<file path="src/rtl/adcc_pkg.sv">
// ----------------------------------------------------------------------------
// adcc_pkg: shared types and constants of the ADC channel conditioner
// Field widths, calibration constants, register indexes and reset values, channel codes,
// fault bit positions and the control states.
package adcc_pkg;

  // fixed field widths
  localparam int CAL_BITS     = 12;
  localparam int ACC_BITS     = 24;
  localparam int LF_BITS      = 12;
  localparam int TEMP_BITS    = 20;
  localparam int VOLT_BITS    = 21;
  localparam int CHAN_BITS    = 2;
  localparam int FAULT_BITS   = 2;
  localparam int CFG_IDX_BITS = 2;

  // calibration constants
  localparam int TEMP_HOT     = 110;
  localparam int TEMP_COLD    = 30;
  localparam int TEMP_SPAN    = TEMP_HOT - TEMP_COLD;
  localparam int SUPPLY_SCALE = 330;
  localparam int SCALE_BITS   = 9;

  // configuration register indexes
  localparam logic [CFG_IDX_BITS-1:0] REG_TEMP_CAL_LOW  = 2'd0;
  localparam logic [CFG_IDX_BITS-1:0] REG_TEMP_CAL_HIGH = 2'd1;
  localparam logic [CFG_IDX_BITS-1:0] REG_VREF_CAL      = 2'd2;

  // reset values of the calibration registers
  localparam logic [CAL_BITS-1:0] TEMP_CAL_LOW_RST  = 12'd1720;
  localparam logic [CAL_BITS-1:0] TEMP_CAL_HIGH_RST = 12'd1320;
  localparam logic [CAL_BITS-1:0] VREF_CAL_RST      = 12'd1500;

  // scan channel codes
  localparam logic [CHAN_BITS-1:0] CH_POT     = 2'd0;
  localparam logic [CHAN_BITS-1:0] CH_TEMP    = 2'd1;
  localparam logic [CHAN_BITS-1:0] CH_VREF    = 2'd2;
  localparam logic [CHAN_BITS-1:0] CH_IGNORED = 2'd3;

  // fault bit positions
  localparam int FAULT_TEMP = 0;
  localparam int FAULT_VREF = 1;

  typedef enum logic [1:0] {
    ST_IDLE,
    ST_LOAD,
    ST_RUN
  } ctrl_state_t;

endpackage

</file>
<file path="src/rtl/adcc_in_if.sv">
// ----------------------------------------------------------------------------
// adcc_in_if: sample stream
// valid/ready channel carrying one ADC sample and its end-of-scan flag.
// ----------------------------------------------------------------------------
interface adcc_in_if #(
  parameter int SAMPLE_BITS = 12
);
  logic                   valid;
  logic                   ready;
  logic [SAMPLE_BITS-1:0] sample;
  logic                   end_of_sequence;

  modport source (output valid, output sample, output end_of_sequence, input ready);
  modport sink   (input valid, input sample, input end_of_sequence, output ready);
endinterface

</file>
<file path="src/rtl/adcc_out_if.sv">
// ----------------------------------------------------------------------------
// adcc_out_if: result stream
// valid/ready channel carrying one conditioned result per sample.
// ----------------------------------------------------------------------------
interface adcc_out_if;
  logic                              valid;
  logic                              ready;
  logic [adcc_pkg::CHAN_BITS-1:0]    handled_channel;
  logic [adcc_pkg::LF_BITS-1:0]      filtered_pot;
  logic [adcc_pkg::TEMP_BITS-1:0]    temperature_c;
  logic [adcc_pkg::VOLT_BITS-1:0]    supply_centivolts;
  logic [adcc_pkg::FAULT_BITS-1:0]   divide_fault;

  modport source (output valid, output handled_channel, output filtered_pot,
                  output temperature_c, output supply_centivolts, output divide_fault,
                  input ready);
  modport sink   (input valid, input handled_channel, input filtered_pot,
                  input temperature_c, input supply_centivolts, input divide_fault,
                  output ready);
endinterface

</file>
<file path="src/rtl/adcc_ema_serial.sv">
// ----------------------------------------------------------------------------
// adcc_ema_serial: bit-serial exponential average
// acc = acc - (acc >> FILTER_SHIFT) + sample, one accumulator bit per cycle.
// ----------------------------------------------------------------------------
module adcc_ema_serial #(
  parameter int FILTER_SHIFT = 12,
  parameter int SAMPLE_BITS  = 12
) (
  input  logic                         clk,
  input  logic                         rst,
  input  logic                         start,
  input  logic [SAMPLE_BITS-1:0]       sample,
  output logic                         busy,
  output logic [adcc_pkg::LF_BITS-1:0] last_filtered
);
  localparam int ACC_W = adcc_pkg::ACC_BITS;
  localparam int LF_W  = adcc_pkg::LF_BITS;
  localparam int F_W   = ACC_W - FILTER_SHIFT;  // bits of acc >> FILTER_SHIFT
  localparam int CNT_W = $clog2(ACC_W);

  logic [ACC_W-1:0]       acc;
  logic [SAMPLE_BITS-1:0] smp;
  logic [CNT_W-1:0]       cnt;
  logic                   add_c;
  logic                   sub_b;

  logic a_bit, s_bit, f_bit, t_bit, r_bit, add_c_next, sub_b_next;

  always_comb begin
    a_bit = acc[0];
    s_bit = smp[0];
    // old bit (cnt + FILTER_SHIFT) still sits at position FILTER_SHIFT
    f_bit = (cnt < CNT_W'(F_W)) ? acc[FILTER_SHIFT] : 1'b0;
    t_bit      = a_bit ^ s_bit ^ add_c;
    add_c_next = (a_bit & s_bit) | (a_bit & add_c) | (s_bit & add_c);
    r_bit      = t_bit ^ f_bit ^ sub_b;
    sub_b_next = (~t_bit & f_bit) | (~t_bit & sub_b) | (f_bit & sub_b);
  end

  always_ff @(posedge clk) begin
    if (rst) begin
      busy          <= 1'b0;
      acc           <= '0;
      last_filtered <= '0;
      cnt           <= '0;
      add_c         <= 1'b0;
      sub_b         <= 1'b0;
    end else if (start) begin
      busy  <= 1'b1;
      smp   <= sample;
      cnt   <= '0;
      add_c <= 1'b0;
      sub_b <= 1'b0;
    end else if (busy) begin
      acc   <= {r_bit, acc[ACC_W-1:1]};
      smp   <= {1'b0, smp[SAMPLE_BITS-1:1]};
      add_c <= add_c_next;
      sub_b <= sub_b_next;
      if (cnt < CNT_W'(LF_W)) begin
        last_filtered <= {f_bit, last_filtered[LF_W-1:1]};
      end
      cnt <= cnt + 1'b1;
      if (cnt == CNT_W'(ACC_W - 1)) begin
        busy <= 1'b0;
      end
    end
  end
endmodule

</file>
<file path="src/rtl/adcc_serial_div.sv">
// ----------------------------------------------------------------------------
// adcc_serial_div: restoring unsigned divider
// One quotient bit per cycle, MSB first.
// ----------------------------------------------------------------------------
module adcc_serial_div #(
  parameter int NUM_W = 21,
  parameter int DEN_W = 12
) (
  input  logic             clk,
  input  logic             rst,
  input  logic             start,
  input  logic [NUM_W-1:0] dividend,
  input  logic [DEN_W-1:0] divisor,
  output logic             busy,
  output logic [NUM_W-1:0] quotient
);
  localparam int CNT_W = $clog2(NUM_W);

  logic [DEN_W:0]   rem;
  logic [DEN_W-1:0] den;
  logic [CNT_W-1:0] cnt;

  logic [DEN_W:0]   shifted;
  logic [DEN_W+1:0] trial;
  logic             fits;

  always_comb begin
    shifted = {rem[DEN_W-1:0], quotient[NUM_W-1]};
    trial   = {1'b0, shifted} - {2'b00, den};
    fits    = ~trial[DEN_W+1];
  end

  always_ff @(posedge clk) begin
    if (rst) begin
      busy <= 1'b0;
      cnt  <= '0;
    end else if (start) begin
      busy     <= 1'b1;
      cnt      <= '0;
      rem      <= '0;
      den      <= divisor;
      quotient <= dividend;
    end else if (busy) begin
      rem      <= fits ? trial[DEN_W:0] : shifted;
      quotient <= {quotient[NUM_W-2:0], fits};
      cnt      <= cnt + 1'b1;
      if (cnt == CNT_W'(NUM_W - 1)) begin
        busy <= 1'b0;
      end
    end
  end
endmodule

</file>
<file path="src/rtl/adc_channel_conditioner.sv">
// ----------------------------------------------------------------------------
// adc_channel_conditioner: three-channel ADC scan conditioning
// Exponential average of the pot channel, calibrated temperature and supply.
// ----------------------------------------------------------------------------
// Flow: a sample is accepted in ST_IDLE, both dividers start in ST_LOAD, and
//   ST_RUN waits for the 24-bit bit-serial accumulator update (pot samples),
//   both dividers (21-step supply divider) and a free result register. The next
//   sample is taken once the result is registered, even while its beat is pending.
// Reset (rst, synchronous): calibration registers to defaults, scan count,
//   accumulator, filtered value and stored samples to zero, no result pending.
module adc_channel_conditioner #(
  parameter int FILTER_SHIFT = 12,
  parameter int SAMPLE_BITS  = 12
) (
  input  logic                              clk,
  input  logic                              rst,
  input  logic                              cfg_write,
  input  logic [adcc_pkg::CFG_IDX_BITS-1:0] cfg_index,
  input  logic [adcc_pkg::CAL_BITS-1:0]     cfg_data,
  adcc_in_if.sink                           adc,
  adcc_out_if.source                        result
);
  localparam int CAL_W = adcc_pkg::CAL_BITS;
  // magnitude of (temp_sample - temp_cal_low)
  localparam int MAG_W  = (SAMPLE_BITS > CAL_W) ? SAMPLE_BITS : CAL_W;
  // magnitude of the scaled temperature numerator (x80 needs 7 more bits)
  localparam int TNUM_W = MAG_W + 7;
  localparam int TQ_W   = TNUM_W + 2;
  // 330 * vref_cal
  localparam int VNUM_W = CAL_W + adcc_pkg::SCALE_BITS;

  // calibration registers
  logic [CAL_W-1:0] temp_cal_low;
  logic [CAL_W-1:0] temp_cal_high;
  logic [CAL_W-1:0] vref_cal;

  always_ff @(posedge clk) begin
    if (rst) begin
      temp_cal_low  <= adcc_pkg::TEMP_CAL_LOW_RST;
      temp_cal_high <= adcc_pkg::TEMP_CAL_HIGH_RST;
      vref_cal      <= adcc_pkg::VREF_CAL_RST;
    end else if (cfg_write) begin
      case (cfg_index)
        adcc_pkg::REG_TEMP_CAL_LOW:  temp_cal_low  <= cfg_data;
        adcc_pkg::REG_TEMP_CAL_HIGH: temp_cal_high <= cfg_data;
        adcc_pkg::REG_VREF_CAL:      vref_cal      <= cfg_data;
        default: ;  // unmapped index: write dropped
      endcase
    end
  end

  // control
  adcc_pkg::ctrl_state_t state, state_next;

  logic accept;
  logic ema_busy, tdiv_busy, vdiv_busy;
  logic done_all, out_free, load_out, div_start;
  logic out_valid;

  assign adc.ready = (state == adcc_pkg::ST_IDLE);
  assign accept    = adc.valid && adc.ready;
  assign done_all  = !ema_busy && !tdiv_busy && !vdiv_busy;
  assign out_free  = !out_valid || result.ready;

  always_ff @(posedge clk) begin
    if (rst) begin
      state <= adcc_pkg::ST_IDLE;
    end else begin
      state <= state_next;
    end
  end

  always_comb begin
    state_next = state;
    load_out   = 1'b0;
    div_start  = 1'b0;
    case (state)
      adcc_pkg::ST_IDLE: begin
        if (accept) state_next = adcc_pkg::ST_LOAD;
      end
      adcc_pkg::ST_LOAD: begin
        // stored samples are up to date here; kick off both dividers
        div_start  = 1'b1;
        state_next = adcc_pkg::ST_RUN;
      end
      adcc_pkg::ST_RUN: begin
        if (done_all && out_free) begin
          load_out   = 1'b1;
          state_next = adcc_pkg::ST_IDLE;
        end
      end
      default: state_next = adcc_pkg::ST_IDLE;
    endcase
  end

  // scan tracking and stored samples
  logic [adcc_pkg::CHAN_BITS-1:0] scan_index;
  logic [adcc_pkg::CHAN_BITS-1:0] chan;
  logic [SAMPLE_BITS-1:0]         temp_sample;
  logic [SAMPLE_BITS-1:0]         vref_sample;

  always_ff @(posedge clk) begin
    if (rst) begin
      scan_index  <= adcc_pkg::CH_POT;
      temp_sample <= '0;
      vref_sample <= '0;
    end else if (accept) begin
      chan <= scan_index;
      if (scan_index == adcc_pkg::CH_TEMP) temp_sample <= adc.sample;
      if (scan_index == adcc_pkg::CH_VREF) vref_sample <= adc.sample;
      // count wraps on end of scan, otherwise sticks at the ignored code
      if (adc.end_of_sequence) begin
        scan_index <= adcc_pkg::CH_POT;
      end else if (scan_index != adcc_pkg::CH_IGNORED) begin
        scan_index <= scan_index + 1'b1;
      end
    end
  end

  // pot average, bit serial; runs only for pot samples
  logic [adcc_pkg::LF_BITS-1:0] last_filtered;

  adcc_ema_serial #(
    .FILTER_SHIFT (FILTER_SHIFT),
    .SAMPLE_BITS  (SAMPLE_BITS)
  ) u_ema (
    .clk           (clk),
    .rst           (rst),
    .start         (accept && (scan_index == adcc_pkg::CH_POT)),
    .sample        (adc.sample),
    .busy          (ema_busy),
    .last_filtered (last_filtered)
  );

  // divider operands, sign-magnitude so both units stay unsigned
  logic [MAG_W:0]    tdiff;
  logic              tnum_neg;
  logic [MAG_W-1:0]  tmag;
  logic [TNUM_W-1:0] tnum;
  logic [CAL_W:0]    tden;
  logic              tden_neg;
  logic [CAL_W-1:0]  tden_mag;
  logic [VNUM_W-1:0] vnum;

  always_comb begin
    tdiff    = {1'b0, MAG_W'(temp_sample)} - {1'b0, MAG_W'(temp_cal_low)};
    tnum_neg = tdiff[MAG_W];
    tmag     = tnum_neg ? MAG_W'(-tdiff) : tdiff[MAG_W-1:0];
    tnum     = TNUM_W'(tmag) * TNUM_W'(adcc_pkg::TEMP_SPAN);
    tden     = {1'b0, temp_cal_high} - {1'b0, temp_cal_low};
    tden_neg = tden[CAL_W];
    tden_mag = tden_neg ? CAL_W'(-tden) : tden[CAL_W-1:0];
    vnum     = VNUM_W'(vref_cal) * VNUM_W'(adcc_pkg::SUPPLY_SCALE);
  end

  // quotient sign and zero-divisor faults, latched with the divider start
  logic                            tq_neg;
  logic [adcc_pkg::FAULT_BITS-1:0] fault;

  always_ff @(posedge clk) begin
    if (div_start) begin
      tq_neg                     <= tnum_neg ^ tden_neg;
      fault[adcc_pkg::FAULT_TEMP] <= (tden == '0);
      fault[adcc_pkg::FAULT_VREF] <= (vref_sample == '0);
    end
  end

  logic [TNUM_W-1:0] tquo;
  logic [VNUM_W-1:0] vquo;

  adcc_serial_div #(
    .NUM_W (TNUM_W),
    .DEN_W (CAL_W)
  ) u_temp_div (
    .clk      (clk),
    .rst      (rst),
    .start    (div_start),
    .dividend (tnum),
    .divisor  (tden_mag),
    .busy     (tdiv_busy),
    .quotient (tquo)
  );

  adcc_serial_div #(
    .NUM_W (VNUM_W),
    .DEN_W (SAMPLE_BITS)
  ) u_vref_div (
    .clk      (clk),
    .rst      (rst),
    .start    (div_start),
    .dividend (vnum),
    .divisor  (vref_sample),
    .busy     (vdiv_busy),
    .quotient (vquo)
  );

  // truncating signed quotient, then the 30 degree offset
  logic [TQ_W-1:0] tq_ext;
  logic [TQ_W-1:0] tq_signed;
  logic [TQ_W-1:0] temp_full;

  always_comb begin
    tq_ext    = {2'b00, tquo};
    tq_signed = tq_neg ? (~tq_ext + 1'b1) : tq_ext;
    temp_full = tq_signed + TQ_W'(adcc_pkg::TEMP_COLD);
  end

  // result register: holds a beat while the next sample is worked on
  logic [adcc_pkg::CHAN_BITS-1:0]  out_chan;
  logic [adcc_pkg::LF_BITS-1:0]    out_pot;
  logic [adcc_pkg::TEMP_BITS-1:0]  out_temp;
  logic [adcc_pkg::VOLT_BITS-1:0]  out_volt;
  logic [adcc_pkg::FAULT_BITS-1:0] out_fault;

  always_ff @(posedge clk) begin
    if (rst) begin
      out_valid <= 1'b0;
    end else if (load_out) begin
      out_valid <= 1'b1;
    end else if (result.ready) begin
      out_valid <= 1'b0;
    end
  end

  always_ff @(posedge clk) begin
    if (load_out) begin
      out_chan  <= chan;
      out_pot   <= last_filtered;
      out_temp  <= fault[adcc_pkg::FAULT_TEMP] ? '0 : temp_full[adcc_pkg::TEMP_BITS-1:0];
      out_volt  <= fault[adcc_pkg::FAULT_VREF] ? '0 : adcc_pkg::VOLT_BITS'(vquo);
      out_fault <= fault;
    end
  end

  assign result.valid             = out_valid;
  assign result.handled_channel   = out_chan;
  assign result.filtered_pot      = out_pot;
  assign result.temperature_c     = out_temp;
  assign result.supply_centivolts = out_volt;
  assign result.divide_fault      = out_fault;
endmodule

</file>
<file path="src/flat_wrapper.sv">
// flat-port wrapper written by rule: the top's interface ports become plain ports
module adc_channel_conditioner_flat 
#(
  parameter int FILTER_SHIFT = 12,
  parameter int SAMPLE_BITS  = 12
)
  (clk, rst, cfg_write, cfg_index, cfg_data, adc_valid, adc_sample, adc_end_of_sequence, adc_ready, result_valid, result_handled_channel, result_filtered_pot, result_temperature_c, result_supply_centivolts, result_divide_fault, result_ready);
  adcc_in_if #(.SAMPLE_BITS(SAMPLE_BITS)) adc_i ();
  adcc_out_if result_i ();
  input  logic clk;
  input  logic rst;
  input  logic cfg_write;
  input  logic [adcc_pkg::CFG_IDX_BITS-1:0] cfg_index;
  input  logic [adcc_pkg::CAL_BITS-1:0] cfg_data;
  input wire logic [$bits(adc_i.valid)-1:0] adc_valid;
  input wire logic [$bits(adc_i.sample)-1:0] adc_sample;
  input wire logic [$bits(adc_i.end_of_sequence)-1:0] adc_end_of_sequence;
  output wire logic [$bits(adc_i.ready)-1:0] adc_ready;
  output wire logic [$bits(result_i.valid)-1:0] result_valid;
  output wire logic [$bits(result_i.handled_channel)-1:0] result_handled_channel;
  output wire logic [$bits(result_i.filtered_pot)-1:0] result_filtered_pot;
  output wire logic [$bits(result_i.temperature_c)-1:0] result_temperature_c;
  output wire logic [$bits(result_i.supply_centivolts)-1:0] result_supply_centivolts;
  output wire logic [$bits(result_i.divide_fault)-1:0] result_divide_fault;
  input wire logic [$bits(result_i.ready)-1:0] result_ready;
  assign adc_i.valid = adc_valid;
  assign adc_i.sample = adc_sample;
  assign adc_i.end_of_sequence = adc_end_of_sequence;
  assign adc_ready = adc_i.ready;
  assign result_valid = result_i.valid;
  assign result_handled_channel = result_i.handled_channel;
  assign result_filtered_pot = result_i.filtered_pot;
  assign result_temperature_c = result_i.temperature_c;
  assign result_supply_centivolts = result_i.supply_centivolts;
  assign result_divide_fault = result_i.divide_fault;
  assign result_i.ready = result_ready;
  adc_channel_conditioner #(.FILTER_SHIFT(FILTER_SHIFT), .SAMPLE_BITS(SAMPLE_BITS)) u_core (.clk(clk), .rst(rst), .cfg_write(cfg_write), .cfg_index(cfg_index), .cfg_data(cfg_data), .adc(adc_i), .result(result_i));
endmodule
</file>
<file path="config.mk">
export PLATFORM = sky130hd
export DESIGN_NAME = adc_channel_conditioner_flat
export DESIGN_NICKNAME = d
export VERILOG_FILES = /design/src/rtl/adcc_pkg.sv /design/src/rtl/adcc_in_if.sv /design/src/rtl/adcc_out_if.sv /design/src/rtl/adcc_ema_serial.sv /design/src/rtl/adcc_serial_div.sv /design/src/rtl/adc_channel_conditioner.sv /design/src/flat_wrapper.sv
export SDC_FILE = /design/constraint.sdc
export NUM_CORES = 1
export LEC_CHECK = 0
export BUFFER_PORTS_ARGS = -buffer_cell sky130_fd_sc_hd__buf_2
export CORE_MARGIN = 2
export CORE_UTILIZATION = 50
export DETAILED_ROUTE_END_ITERATION = 8
export GPL_ROUTABILITY_DRIVEN = 0
export PLACE_DENSITY_LB_ADDON = 0.3
export REMOVE_ABC_BUFFERS = 1
export SLEW_MARGIN = 20
export SYNTH_ARGS = -nofsm -noshare
export SYNTH_HDL_FRONTEND = slang
export SYNTH_SLANG_ARGS = --single-unit
</file>
<file path="constraint.sdc">
create_clock -name clk -period 10.65 [get_ports clk]
set_input_delay 2.13 -clock clk [delete_from_list [all_inputs] [get_ports clk]]
set_output_delay 2.13 -clock clk [all_outputs]
set_load 0.01 [all_outputs]
</file>
Word level (Yosys, flattened, before mapping)
Index checks and enable logic that the tools add are counted.
Storage, ports and cells
  flip-flop bits (word level): 283
  input port bits: 32
Operators by class
  $add $sub $neg: 12
  multiply operators: 2
  magnitude comparators: 1
  eq/ne operators: 12
  multiplexer cells: 33
  bitwise gates (word level): 21
  reductions and logical operators: 36
Operators by type and width (count)
  12-bit two-way mux: 8
  21-bit two-way mux: 2
  19-bit two-way mux: 2
  13-bit by 12-bit subtractor with 14-bit output: 2
  2-bit AND reduction: 13
  12-bit by 12-bit subtractor with 13-bit output: 2
  12-bit negation: 2
  20-bit by 1-bit adder with 20-bit output (second input constant): 1
  20-bit by 5-bit adder with 20-bit output (second input constant): 1
  12-bit by 8-bit multiplier with 20-bit output (second input constant): 1
  20-bit two-way mux: 1
  19-bit NOT with 20-bit output: 1
  5-bit by 1-bit adder with 5-bit output (second input constant): 3
  5-bit equality test (second input constant): 3
  12-bit by 3-bit multiplier with 15-bit output (second input constant): 1
  1-bit two-way mux: 15
  13-bit zero test: 1
  12-bit zero test: 1
  2-bit nonzero test: 5
  2-bit two-way mux: 4
  1-bit AND: 6
  2-bit by 1-bit equality test with 1-bit output (second input constant): 3
  2-bit equality test (second input constant): 3
  2-bit zero test: 3
  other kinds (13): 33

Longest topological paths before layout
  word-level depth: 7
  depth in mapped cells: 22

Cells and area by module
From an unflattened synthesis, not the netlist that was laid out.
Unflattened totals
  cells, all modules: 1629
  area total of the unflattened synthesis: 16403.2 um^2
By module, submodules not included
  adc_channel_conditioner: times used 1, cells each 989, area each 8981.1 um^2, sequential area each 3163.0 um^2
  adcc_serial_div at u_core.u_vref_div: times used 1, cells each 208, area each 2637.5 um^2, sequential area each 1471.4 um^2
  adcc_serial_div at u_core.u_temp_div: times used 1, cells each 205, area each 2551.2 um^2, sequential area each 1411.4 um^2
  adcc_ema_serial: times used 1, cells each 227, area each 2233.4 um^2, sequential area each 1241.2 um^2

Worst setup path after synthesis
No wires, ideal clock.
  kind: input to register
  from: in result_ready
  to: reg u_core.out_fault (netlist bit u_core.result.divide_fault[0]), enable pin
  library setup time: 480 ps
  arrival: 5171 ps
  required time: 10170 ps
  setup slack: 4999 ps
  stages: 3
  cell sequence: nor2b_1 > or4_1 > nor2b_1
On the way
  word-level cells in the longest chain between the ends: 4
Ends and longest elaborated chain
  start: declaration: line flat_wrapper.sv:25  | input wire logic [$bits(result_i.ready)-1:0] result_ready;
  1-bit logical OR: line adc_channel_conditioner.sv:63  | assign out_free = !out_valid || result.ready;
  1-bit logical AND: line adc_channel_conditioner.sv:87  | if (done_all && out_free) begin
  1-bit two-way mux: line adc_channel_conditioner.sv:87
  1-bit two-way mux: line adc_channel_conditioner.sv:77  | case (state)
  via u_core.load_out: line adc_channel_conditioner.sv:57  | logic done_all, out_free, load_out, div_start;
  end signal: assignment: line adc_channel_conditioner.sv:231  | out_fault <= fault;
  end: declaration: line adc_channel_conditioner.sv:213  | logic [adcc_pkg::FAULT_BITS-1:0] out_fault;
The timed path passes the listed nets, and every way through them passes these cells.
A chain may end at the register's enable or synchronous reset.

Worst setup path after layout
  from: reg u_core.temp_cal_low[1]
  to: reg u_core.u_temp_div.quotient[17], data pin
On the way
  word-level cells in the longest chain between the ends: 5
Ends and longest elaborated chain
  start: declaration: line adc_channel_conditioner.sv:33  | logic [CAL_W-1:0] temp_cal_low;
  start signal: assignment: line adc_channel_conditioner.sv:39  | temp_cal_low <= adcc_pkg::TEMP_CAL_LOW_RST;
  start signal: assignment: line adc_channel_conditioner.sv:44  | adcc_pkg::REG_TEMP_CAL_LOW: temp_cal_low <= cfg_data;
  12-bit by 12-bit subtractor with 13-bit output (*): line adc_channel_conditioner.sv:146  | tdiff = {1'b0, MAG_W'(temp_sample)} - {1'b0, MAG_W'(temp_cal_low)};
  12-bit negation: line adc_channel_conditioner.sv:148  | tmag = tnum_neg ? MAG_W'(-tdiff) : tdiff[MAG_W-1:0];
  12-bit two-way mux (*): line adc_channel_conditioner.sv:148
  12-bit by 3-bit multiplier with 15-bit output (*): line adc_channel_conditioner.sv:149  | tnum = TNUM_W'(tmag) * TNUM_W'(adcc_pkg::TEMP_SPAN);
  19-bit two-way mux (*): line adcc_serial_div.sv:37  | end else if (start) begin
  end signal: assignment: line adcc_serial_div.sv:42  | quotient <= dividend;
  end signal: assignment: line adcc_serial_div.sv:45  | quotient <= {quotient[NUM_W-2:0], fits};
  end: declaration: line adcc_serial_div.sv:15  | output logic [NUM_W-1:0] quotient
Mark *: on every way between the ends. The rest lies on a longest branch, timed or not.

==> impl_metrics.yaml <==
outcome:
  outcome: "complete, no violations"
timing:
  finalSetupTns_ps: 0
  hold_viol: 0
  clock_skew_ps: 24.9
  fin_crit_ps: 5030
  fmax_mhz: 199
  finalSetupViolations: 0
  rsz0062_at_grt: "no"
  slew_viol_final: 0
  max_slew.worst_pin.slew_ps: 1030
  period_share: 0.472
  slew_headroom: 0.315
  holdWs_ps: 439
setup_path:
  start_kind: "flop"
  crit_fanout: 6
  arrival_ps: 5460
  worstSetupEndpointType: "flop"
  cp.required_ps: 11080
  r2r-start: "u_core.temp_cal_low[1]"
  crit_type: "reg -> reg"
  cp-startpoint: "u_core.temp_cal_low[1]"
worst_hold_path:
  hold_start: "u_core.chan[0]"
  hold_class: "reg -> reg"
grt:
  grt_pass1_vias: 12000
  grt-ovfl-total: 0
  grt_max_degree: 67
  track_usage: 0.202
  antenna_found_initial: 2
  grt_pass1_wl_um: 59100
logic_synthesis:
  synth_area_leader_cell: "edfxtp_1"
  synth.distinct_cells: 86
  yosys-top-cells-area: "edfxtp_1 (29%), dfxtp_1 (15%), ha_1 (10%)"
  synthesis.instances: 1741
  yosys_register_bits: 283
  netlist_area_mm2: 0.0166
  synthArstFlopShare: 0
  seq_area_frac_synth: 0.438
  synth.avg_cell_area_um2: 9.55
  synth_ff_type: "edfxtp_1"
  yosysTopAreaCellShare: 0.292
  synth_edf_count: 162
  yosys_warnings: 0
detailed_routing:
  drc: 0
  vias: 12500
  detail_route.iter0.violations: 881
  routed_wl_um: 35700
  ant_nets: 0
  wl_per_cell_um: 15.7
  avgViaCountPerCell: 5.49
  drtPass1Iterations: 8
clock_network:
  cts_buffers: 31
  cts.path.max_buffers: 3
  worstSkewPairLatency_ps: 580
  clock_sinks: 283
  htree_levels: 1
  clkSlewWorstSetupHoldPaths_ps: 60
  ctsHoldBuffers: 0
  cts_tree: "done"
  post_cts_buffers: 0
  cts_root_buf: "clkbuf_16"
  cts_resized: 0
final_layout:
  fillers: 2848
  area_growth_pct: 10.3
  postLayoutCoreUtil: 0.562
  drive_gt1_frac: 0.113
  fin_nets: 1986
power_and_ir_drop:
  clkPwrFrac: 0.345
  combPwrFrac: 0.227
  seqPwrFrac: 0.428
  p_int_uw: 2060
  leakagePower_uw: 0.00723
  p_per_area_mw_per_mm2: 159
  switching_share: 0.295
  ir_drop_mv: 0.140
  switchingPower_uw: 862
  power_uw: 2920
placed_design:
  portBuffers: 90
  dp_hpwl_um: 26000
floorplanning:
  start_util: 0.510
  dieArea_mm2: 0.0347
  dieHeight_um: 186
  rows: 66
  die_x_um: 186
  core_area_mm2: 0.0326
  io_pins: 91
flow_run:
  maxCapViolCount: 0
[worst max-delay path: stages (launching register included)]
cell and delay [ps]:
dfxtp_1 300, inv_1 170, ha_1 270, nor2b_1 140
o2111a_1 280, o31ai_1 410, a211oi_1 160, nor3_1 600
a41oi_1 230, xor2_1 210, ha_1 320, ha_1 250
or3_1 390, o211ai_1 150, o21a_1 270, or3b_2 450
a21oi_1 130, mux2i_1 80, nand3_1 90
[worst paths after layout]
check | end | slack [ps] | cells past startpoint
max | u_core.u_temp_div.quotient[17] | 5620 | 18
min | u_core.result.handled_channel[0] | 440 | 0
max reg2reg | u_core.u_temp_div.quotient[17] | 5620 | 18
min reg2reg | u_core.result.handled_channel[0] | 440 | 0
[area by class of cell]
type / instances / area [µm²] / area share
tap: 442 / 553 / 0.0301
clock inverter: 15 / 92.6 / 0.00505
antenna: 2 / 5.00 / 0.000273
sequential: 283 / 7290 / 0.397
clock buffer: 42 / 861 / 0.0469
inverter: 122 / 458 / 0.0250
multi-input combinational: 1261 / 8560 / 0.467
timing repair buffer: 100 / 528 / 0.0288
[cells in the mapped netlist, drive strengths merged (38+ instances only)]
master / count
nand2: 256
edfxtp: 162
a21oi: 143
ha: 134
nor2: 123
inv: 122
dfxtp: 121
o21ai: 65
clkbuf: 62
xnor2: 56
xor2: 46
nor2b: 43
nor3: 38
[stage by stage]
step / area, µm² / setup slack (ps) / cells
2_1_floorplan: 16300 / 5000 / 1666
3_3_place_gp: 17400 / 5810 / 2208
3_5_place_dp: 17400 / 5680 / 2208
4_1_cts: 18300 / 5650 / 2265
5_1_grt: 18300 / 5240 / 2267
6_report: 18300 / 5620 / 2267
[sequential cells by signal (all words and copies together) (netlist names), 19 cells and up]
signal and count:
u_core.u_ema.acc 24, u_core.result.supply_centivolts 21, u_core.u_vref_div.quotient 21, u_core.result.temperature_c 20, u_core.u_temp_div.quotient 19
[power by group through the flow]
stage	sequential, µW	combinational, µW	clock [µW]
finish	1250	663	1010
global route	1260	753	1070
CTS	1250	663	1020
detailed placement	1270	656	0
global placement	1270	642	0
floorplan	1270	503	0
[cell usage in the layout (no fill, tap or decap), types with 6 or more instances in the layout]
cell and count:
a211o_1 15, a211oi_1 20, a21o_1 13, a21oi_1 143, a31oi_1 7, and2_1 7
and3_1 17, buf_2 89, buf_4 11, clkbuf_1 6, clkbuf_16 31, clkinv_2 7
dfxtp_1 121, edfxtp_1 162, fa_1 21, ha_1 134, inv_1 120, mux2_2 14
nand2_1 256, nand2b_1 16, nand3_1 30, nand3b_1 12, nand4_1 21, nor2_1 119
nor2b_1 42, nor3_1 35, nor4_1 8, o2111ai_1 6, o211ai_1 6, o21a_1 11
o21ai_0 61, o31ai_1 17, o41ai_1 12, or2_2 11, or3_1 12, xnor2_1 56
xor2_1 46
[metal layers]
metal	vias up	track usage	share of wire
met2	288	0.329	0.46
met1	5861	0.283	0.47
li1	6254	-	-
met4	0	0.0557	0.020
met5	-	0	0
met3	53	0.0286	0.053
[cell families (layout without fill, tap and decap cells)]
group / count (synthesis) / after routing / share of synthesized area
and+or+nand+nor: 626 / 626 / 0.181
AOI/OAI and AO/OA: 359 / 359 / 0.139
DFF: 283 / 283 / 0.438
buffers and inverters: 197 / 279 / 0.0493
adders and majority gates: 155 / 155 / 0.126
xor gates and xnor gates: 102 / 102 / 0.0537
muxes: 19 / 19 / 0.0125
other: 0 / 2 / 0
Power figures use the tool's default switching activity.
